**src/sv/bcc_pkg.sv**
```systemverilog
package bcc_pkg;

  localparam int TIME_WIDTH_DEFAULT = 48;
  localparam int STAMP_WIDTH = 48;
  localparam int REG_WIDTH = 24;
  localparam int CFG_INDEX_WIDTH = 3;

  localparam logic [REG_WIDTH-1:0] DEBOUNCE_RESET = 24'd50000;
  localparam logic [REG_WIDTH-1:0] DOUBLE_WINDOW_RESET = 24'd500000;
  localparam logic [REG_WIDTH-1:0] LONG_PRESS_RESET = 24'd2000000;
  localparam logic [REG_WIDTH-1:0] REPEAT_RESET = 24'd200000;

  localparam logic [CFG_INDEX_WIDTH-1:0] REG_DEBOUNCE = 3'd0;
  localparam logic [CFG_INDEX_WIDTH-1:0] REG_DOUBLE_WINDOW = 3'd1;
  localparam logic [CFG_INDEX_WIDTH-1:0] REG_LONG_PRESS = 3'd2;
  localparam logic [CFG_INDEX_WIDTH-1:0] REG_REPEAT = 3'd3;

  typedef enum logic [1:0] {
    KIND_SINGLE,
    KIND_DOUBLE,
    KIND_LONG
  } event_kind_t;

  typedef struct packed {
    logic [STAMP_WIDTH-1:0] sample_time_us;
    logic                   pin_level;
  } sample_t;

  typedef struct packed {
    event_kind_t            event_kind;
    logic [STAMP_WIDTH-1:0] held_extra_us;
  } click_event_t;

endpackage

```
**src/sv/button_click_classifier.sv**
```systemverilog
// channel  | direction | payload        | transaction when
// in       | input     | sample_t       | in_valid && in_ready
// out      | output    | click_event_t  | out_valid && out_ready
// cfg      | input     | index, data    | cfg_we (single-cycle write)
//
// one sample per cycle sustained unless out stalls; a sample is registered,
// then classified from the input register into the output register, where
// the button state updates too.
// a stalled output holds the classify stage; in_ready drops only while both
// the input register and a pending result are full.
// rst is synchronous and restores the register reset values and idle state.
module button_click_classifier
  import bcc_pkg::*;
#(
  parameter int TIME_WIDTH = TIME_WIDTH_DEFAULT
) (
  input  logic                       clk,
  input  logic                       rst,
  input  logic                       in_valid,
  output logic                       in_ready,
  input  sample_t                    in_data,
  output logic                       out_valid,
  input  logic                       out_ready,
  output click_event_t               out_data,
  input  logic                       cfg_we,
  input  logic [CFG_INDEX_WIDTH-1:0] cfg_index,
  input  logic [REG_WIDTH-1:0]       cfg_data
);

  localparam int WIDE = 64;

  logic [REG_WIDTH-1:0] debounce_us;
  logic [REG_WIDTH-1:0] double_click_window_us;
  logic [REG_WIDTH-1:0] long_press_us;
  logic [REG_WIDTH-1:0] repeat_interval_us;

  logic [TIME_WIDTH-1:0] press_stamp, press_stamp_next;
  logic [TIME_WIDTH-1:0] event_stamp, event_stamp_next;
  logic is_pressed, is_pressed_next;
  logic awaiting_second_click, awaiting_second_click_next;
  logic long_press_seen, long_press_seen_next;

  logic    s1_valid;
  sample_t s1_data;

  logic advance, fire;
  logic emit;
  click_event_t result;

  logic [WIDE-1:0] time_wide;
  logic [TIME_WIDTH-1:0] now, since_press, since_event, extra;
  logic [TIME_WIDTH-1:0] debounce_t, window_t, long_t, repeat_t;
  logic [WIDE-1:0] extra_wide;
  logic down;

  assign advance  = !out_valid || out_ready;
  assign fire     = s1_valid && advance;
  assign in_ready = !s1_valid || advance;

  always_ff @(posedge clk) begin
    if (rst) begin
      debounce_us            <= DEBOUNCE_RESET;
      double_click_window_us <= DOUBLE_WINDOW_RESET;
      long_press_us          <= LONG_PRESS_RESET;
      repeat_interval_us     <= REPEAT_RESET;
    end else if (cfg_we) begin
      case (cfg_index)
        REG_DEBOUNCE:      debounce_us <= cfg_data;
        REG_DOUBLE_WINDOW: double_click_window_us <= cfg_data;
        REG_LONG_PRESS:    long_press_us <= cfg_data;
        REG_REPEAT:        repeat_interval_us <= cfg_data;
        default: ;
      endcase
    end
  end

  always_ff @(posedge clk) begin
    if (rst) begin
      s1_valid <= 1'b0;
    end else if (in_ready) begin
      s1_valid <= in_valid;
    end
  end

  always_ff @(posedge clk) begin
    if (in_ready && in_valid) begin
      s1_data <= in_data;
    end
  end

  assign time_wide   = {{(WIDE-STAMP_WIDTH){1'b0}}, s1_data.sample_time_us};
  assign now         = time_wide[TIME_WIDTH-1:0];
  assign down        = !s1_data.pin_level;
  assign since_press = now - press_stamp;
  assign since_event = now - event_stamp;
  assign debounce_t  = {{(TIME_WIDTH-REG_WIDTH){1'b0}}, debounce_us};
  assign window_t    = {{(TIME_WIDTH-REG_WIDTH){1'b0}}, double_click_window_us};
  assign long_t      = {{(TIME_WIDTH-REG_WIDTH){1'b0}}, long_press_us};
  assign repeat_t    = {{(TIME_WIDTH-REG_WIDTH){1'b0}}, repeat_interval_us};
  assign extra       = since_press - long_t;
  assign extra_wide  = {{(WIDE-TIME_WIDTH){1'b0}}, extra};

  always_comb begin
    press_stamp_next           = press_stamp;
    event_stamp_next           = event_stamp;
    is_pressed_next            = is_pressed;
    awaiting_second_click_next = awaiting_second_click;
    long_press_seen_next       = long_press_seen;
    emit                       = 1'b0;
    result.event_kind          = KIND_SINGLE;
    result.held_extra_us       = '0;
    if (since_press >= debounce_t) begin
      if (down != is_pressed) begin
        is_pressed_next = down;
        if (down) begin
          press_stamp_next     = now;
          long_press_seen_next = 1'b0;
        end else if (awaiting_second_click) begin
          awaiting_second_click_next = 1'b0;
          emit                       = 1'b1;
          result.event_kind          = KIND_DOUBLE;
        end else if (!long_press_seen) begin
          awaiting_second_click_next = 1'b1;
          event_stamp_next           = now;
        end
      end else if (awaiting_second_click && since_event > window_t) begin
        awaiting_second_click_next = 1'b0;
        emit                       = 1'b1;
        result.event_kind          = KIND_SINGLE;
      end else if (is_pressed && since_press > long_t) begin
        if (!long_press_seen) begin
          long_press_seen_next = 1'b1;
          event_stamp_next     = now;
          emit                 = 1'b1;
          result.event_kind    = KIND_LONG;
        end else if (since_event > repeat_t) begin
          event_stamp_next     = now;
          emit                 = 1'b1;
          result.event_kind    = KIND_LONG;
          result.held_extra_us = extra_wide[STAMP_WIDTH-1:0];
        end
      end
    end
  end

  always_ff @(posedge clk) begin
    if (rst) begin
      press_stamp           <= '0;
      event_stamp           <= '0;
      is_pressed            <= 1'b0;
      awaiting_second_click <= 1'b0;
      long_press_seen       <= 1'b0;
      out_valid             <= 1'b0;
    end else if (advance) begin
      out_valid <= fire && emit;
      if (fire) begin
        press_stamp           <= press_stamp_next;
        event_stamp           <= event_stamp_next;
        is_pressed            <= is_pressed_next;
        awaiting_second_click <= awaiting_second_click_next;
        long_press_seen       <= long_press_seen_next;
      end
    end
  end

  always_ff @(posedge clk) begin
    if (fire && emit) begin
      out_data <= result;
    end
  end

endmodule
```
**config.mk**
```make
export PLATFORM = sky130hd
export DESIGN_NAME = button_click_classifier
export DESIGN_NICKNAME = d
export VERILOG_FILES = /design/src/sv/bcc_pkg.sv /design/src/sv/button_click_classifier.sv
export SDC_FILE = /design/constraint.sdc
export NUM_CORES = 1
export LEC_CHECK = 0
export ABC_CLOCK_PERIOD_IN_PS = 11000
export BUFFER_PORTS_ARGS = -buffer_cell sky130_fd_sc_hd__buf_2
export CORE_MARGIN = 5
export CORE_UTILIZATION = 25
export CTS_CLUSTER_SIZE = 10
export DETAILED_ROUTE_END_ITERATION = 12
export GPL_ROUTABILITY_DRIVEN = 0
export HOLD_SLACK_MARGIN = 0.03
export MAX_ROUTING_LAYER = met4
export PLACE_DENSITY = 0.5
export SETUP_SLACK_MARGIN = 0.5
export SYNTH_ARGS = -nofsm -noshare
export SYNTH_HDL_FRONTEND = slang
export SYNTH_SLANG_ARGS = --single-unit
```
**constraint.sdc**
```tcl
create_clock -name clk -period 11 [get_ports clk]
set_clock_uncertainty 0.15 [all_clocks]
set_input_delay 2.2 -clock clk [delete_from_list [all_inputs] [get_ports clk]]
set_output_delay 2.2 -clock clk [all_outputs]
set_load 0.005 [all_outputs]
```
After elaboration in Yosys (flattened, before gate mapping) --
Index checks and enable logic that the tools add are counted.
Cells by class: $lt $le $gt $ge 4, multiplexer cells 33, bitwise operators 5, reductions and logical operators 23, add/subtract/negate cells 3, eq/ne operators 10
Operator list (number):
- $mux 48 | 9
- $gt 48x24->1 | 3
- $mux 50 | 2
- $sub 48x48->48 | 2
- $ge 48x24->1 | 1
- $sub 48x24->48 | 1
- $mux 1 | 19
- $ne 2x2->1 const B | 5
- $reduce_and 5->1 | 2
- $reduce_and 9->1 | 1
- $reduce_and 2->1 | 4
- $eq 3x2->1 const B | 2
- $mux 2 | 3
- $reduce_and 6->1 | 1
- $reduce_or 6->1 | 1
- $logic_and 1x1->1 | 5
- $not 1->1 | 5
- $reduce_and 4->1 | 1
- $reduce_bool 2->1 | 2
- $eq 3x1->1 const B | 1
- $logic_not 1->1 | 3
- $logic_not 3->1 | 1
- $logic_or 1x1->1 | 2
- $ne 2x1->1 const B | 1
- $ne 1x1->1 | 1
Word-level totals: input port bits 81, output and inout bits 52, register bits 296, word-level logic and storage cells 93

Depth between registers and ports, before layout --
depth in word-level cells 9, gate-level depth with buffers 26, depth with buffers taken out 24

Worst setup path before layout --
OpenSTA, ideal clock, no wires.
path kind register -> register, start register s1_data (netlist bit now[0]), end register out_data[0] (netlist bit), enable pin, data required time 10446 ps, stages on the path, launching flop included 23, clock period less this slack 5765 ps, setup slack 5235 ps, setup time 404 ps, path buffers 0, arrival 5211 ps, cells stage by stage edfxtp_1 inv_1 ha_1 inv_1 fa_1 a21o_1 a221o_1 a21o_1 a21oi_1 o21ai_0 xor2_1 ha_1 nand2_1 nor4_1 nor2b_1 a221o_1 a31oi_1 o221a_2 a21oi_1 o31ai_1 a21oi_1 o221ai_1 inv_1
On the way: word-level cells in the longest chain between the ends 9, elaborated cells on any way between the ends 15, classes of those cells 2 x add/sub; 4 x order compare; 6 x mux; 3 x reduce/logical
RTL lines:
- start: declaration | line button_click_classifier.sv:44 | sample_t s1_data;
- start signal: assignment | line button_click_classifier.sv:87 | s1_data <= in_data;
- $sub 48x48->48 | line button_click_classifier.sv:95 | assign since_event = now - event_stamp;
- $gt 48x24->1 | line button_click_classifier.sv:136 | end else if (since_event > repeat_t) begin
- $mux 1 | line button_click_classifier.sv:136
- $mux 1 | line button_click_classifier.sv:131 | if (!long_press_seen) begin
- $mux 1 | line button_click_classifier.sv:130 | end else if (is_pressed && since_press > long_t) begin
- $mux 1 | line button_click_classifier.sv:126 | end else if (awaiting_second_click && since_event > window_t) begin
- $mux 1 | line button_click_classifier.sv:113 | if (down != is_pressed) begin
- $mux 1 * | line button_click_classifier.sv:112 | if (since_press >= debounce_t) begin
- $logic_and 1x1->1 * | line button_click_classifier.sv:167 | if (fire && emit) begin
- end signal: assignment | line button_click_classifier.sv:168 | out_data <= result;
- end: declaration | line button_click_classifier.sv:24 | output click_event_t out_data,
Mark *: on every way between the ends. The rest lies on a longest branch, timed or not. A chain may end at the register's enable or synchronous reset.

Worst setup path after layout --
start register s1_data (netlist bit now[8]), end register out_data[18] (netlist bit), data pin
On the way: word-level cells in the longest chain between the ends 5, elaborated cells on any way between the ends 13, classes of those cells 3 x add/sub; 4 x order compare; 3 x bitwise; 3 x reduce/logical
RTL lines:
- $sub 48x48->48 | line button_click_classifier.sv:94 | assign since_press = now - press_stamp;
- $gt 48x24->1 | line button_click_classifier.sv:130
- $logic_and 1x1->1 | line button_click_classifier.sv:130
- $not 1->1 (no source line)
- $reduce_or 6->1 (no source line)
Several ways; a longest one is shown, not always the timed one.

==> impl_results.md <==
- Clock transition at path regs: roughly 60 ps
- Final period util: between 60% and 70%
- Synth warn: 0
- Final Hold Viols: 0
- Slew Limit Fails: 0
- Max VDD drop: slightly above 80 uV
- Grt total ovfl: 0
- TritonCTS clock tree: built
- Setup TNS: 0 ps
- Post-DR vias/cell: about 5.0
- CTS max path bufs: 3
- Cell Count Post-Placement: around 3.7k
- Io pins: around 130
- Initial DRC Count: around 1.3k
- HPWL Detailed: 54.8 mm
- WL/cell: around 19 um
- Cells after Synth: 2,587
- Critical path, cell by cell: ha_1, nand2_1, nor3_1, o2111ai_1, nand2_1, a21oi_1, xnor2_1, ha_1, nand3_1, nor4_1, nor2b_1, a221o_1, a31oi_1, o221a_2, a21oi_1, or3_4, nand4_1, or4b_2, nor3b_1
- CP max-delay cell: or4b_2
- Reg area: between 6000 and 7000 um2
- Final setup viols: 0
- LEAKAGE: 0.00897 uW
- Drt drc: 0
- CTS H-tree lvls: 2
- Slew @ Worst Pin: about 1200 ps
- Post-CTS setup buffers: 0
- Setup CP Type: reg -> reg
- Seq cells post-synth: roughly 300
- Critical Path RT: 11,220 ps
- Hold Path Depth: 2
- Die area: between 80,000 and 90,000 um2
- Worst reg2reg setup slack: 4220 ps
- Routed wire length: approximately 70 mm
- CP Capture Type: flop
- Hold WC Path Type: reg -> reg
- Asr flop ratio synth: 0%
- Via count: about 19k
- Non-Filler Instances: 3,746
- Worst EP arrival: 7000 ps
- Root Driver: clkbuf_16
- Area growth syn-to-layout: 12.5%
- Slew HR: a little under a fifth
- Worst flop-to-flop path startpoint: now[8]
- Fmax achieved: 147 MHz
- HP Start: double_click_window_us[12]
- # port buffers: 132
- Clock period minus worst slack: 6780 ps
- Cell Area, Placed: 22,400 um2
- Rows: about 110
- Post-synthesis cell type count: just under 90
- M3 GR Usage: under 10%
- Fin nets: ~2.9k
- Number of buffers created by CTS: 37
- Clock Sinks: ~300
- Sequential-to-total area share from yosys stat: between 30% and 40%
- Worst Hold Endpoint: double_click_window_us[12]
- Mapped Nets: between 2k and 3k
- Met2 Use GR: between 20% and 30%
- Filler instances: ~9k
- Status: finished clean
- Worst path max stage delay: 1120 ps
- Crit Path Max Fanout: 48
- Area of the multi-input gates: between 10,000 and 15,000 um2
- Initial antenna violation count: 8
- Pre-Repair DR Iteration Count: 7
- Largest net degree at the start of global routing: between 100 and 150
- Die span in x: around 300 um
- Core ar.: around 83,000 um2
- Startpoint Class: flop
- Final instance area: about 24,000 um2
- Starting Density: about a quarter
- Met1 usage: approximately a fifth
- Avg Inst Size Synth: between 8 and 9 um2
- Hold_buf cts: 0
- Reg2reg path depth: 19
- Max cap viols: 0
- Number of synthesized flops with an enable pin: 99
- Busiest grt layer: met2
- Synthesized cell area: 20,900 um2
- Vias in the first global route: between 15k and 20k
- Global-route wire length before repair: approximately 110 mm
- Post-CTS sizing: 0
- Die Ht: approximately 300 um
- PwrDens: approximately 130 nW/um2
- Post-synth top flop: dfxtp_1
- Layout cells sized above 1: under 10%
- Post-DRT Antenna Nets: 0
- GRT Total Usage: roughly 16%
- Clk_lat worst skew: roughly 550 ps
- RSZ-0062 raised after global routing: no
- R2r endpoint: out_data[18]
-- state kept, by name, indices dropped and copies added, names as in the netlist, 24 cells and up --
signal and flops:
debounce_us 24, double_click_window_us 24, event_stamp 48, long_press_us 24, now 48, out_data 50
press_stamp 48, repeat_interval_us 24
-- per-layer routing --
layer / vias up / routed length [um] / part of all wire [%]
met5: - / 0 / 0
met4: 0 / 1940 / 2.8
met3: 83 / 3550 / 5.1
met2: 423 / 32600 / 46
met1: 8804 / 32200 / 46
li1: 9348 / - / -
-- through the flow --
stage          power (uW)  setup WS, ps  hold slack (ps)  utilization (%)
2_1_floorplan        1750          5240              286                -
3_3_place_gp         2000          4210              293             26.9
3_5_place_dp         1990          4240              296             26.9
4_1_cts              3130          4200              304             28.2
5_1_grt              3270          3680              318             28.2
6_report             3100          4220              303             28.2
-- worst max-delay path: cells and delay by family (launching register included) --
family,cells,cell delay [ps]
AOI/OAI and AO/OA,6,1290
and+or+nand+nor,10,3420
adders and majority gates,2,730
xor gates and xnor gates,1,490
DFF,1,490
-- logic make-up after synthesis --
group	synth area share, %
simple gates	19.8
compound gates	21.3
buf+inv	6.87
flops	33.1
fa+ha+maj	11.7
xor+xnor	4.48
mux	2.74
-- layout make-up --
cell class | count | share of cell area (%)
clock buffers | 58 | 4.40
inverters | 218 | 3.48
flip-flops and latches | 296 | 29.4
diodes | 8 | 0.0851
well taps | 1080 | 5.74
repair buffers | 143 | 3.19
multi-input cells | 1937 | 53.6
clock inverters | 6 | 0.160
-- power breakdown --
| group | internal, uW | switching [uW] | total, uW |
|---|---|---|---|
| sequential | 1160 | 31.0 | 1190 |
| combinational | 283 | 496 | 778 |
| clock | 644 | 481 | 1120 |
-- worst max path at each step --
stage          slack, ps            to  depth (start not counted)  startpoint
6_report            4220  out_data[18]                         19      now[8]
5_1_grt             3680  out_data[18]                         19      now[8]
4_1_cts             4200  out_data[18]                         22      now[0]
3_5_place_dp        4240  out_data[18]                         22      now[0]
3_3_place_gp        4210  out_data[18]                         19      now[8]
2_1_floorplan       5240   out_data[0]                         22      now[0]
-- cell usage after synthesis, drive strengths merged (11+ instances only) --
cell / number / area [um2]
and3: 11 / 68.8
nand4: 113 / 719
inv: 218 / 818
edfxtp: 99 / 2970
nor2: 207 / 777
nand3b: 25 / 188
mux2i: 55 / 551
a211oi: 21 / 163
xnor2: 66 / 578
o21a: 21 / 158
nor4: 16 / 100
a21o: 51 / 383
nor2b: 19 / 119
a21oi: 300 / 1500
dfxtp: 197 / 3940
clkbuf: 103 / 387
nor3: 36 / 180
o211ai: 25 / 188
buf: 33 / 231
o21ai: 111 / 563
a31oi: 12 / 75.1
nand2b: 20 / 125
ha: 191 / 2390
o31ai: 55 / 413
nand3: 32 / 160
and2: 13 / 81.3
nand2: 341 / 1280
xor2: 41 / 359
-- layout by cell type (no fill, tap or decap), drive strengths merged, types with 6 or more instances in the layout --
cell     instances
a2111oi          6
a211o           10
a211oi          21
a21boi           8
a21o            51
a21oi          300
a221oi           6
a311oi           7
a31oi           12
and2            13
and3            11
and4             7
buf            143
clkbuf          58
dfxtp          197
diode            8
edfxtp          99
ha             191
inv            220
mux2i           55
nand2          341
nand2b          20
nand3           32
nand3b          25
nand4          113
nor2           207
nor2b           19
nor3            36
nor4            16
o2111ai          6
o211ai          25
o21a            21
o21ai          111
o21bai           7
o31ai           55
or2              9
or3             10
xnor2           66
xor2            41
Power figures use the tool's default switching activity.
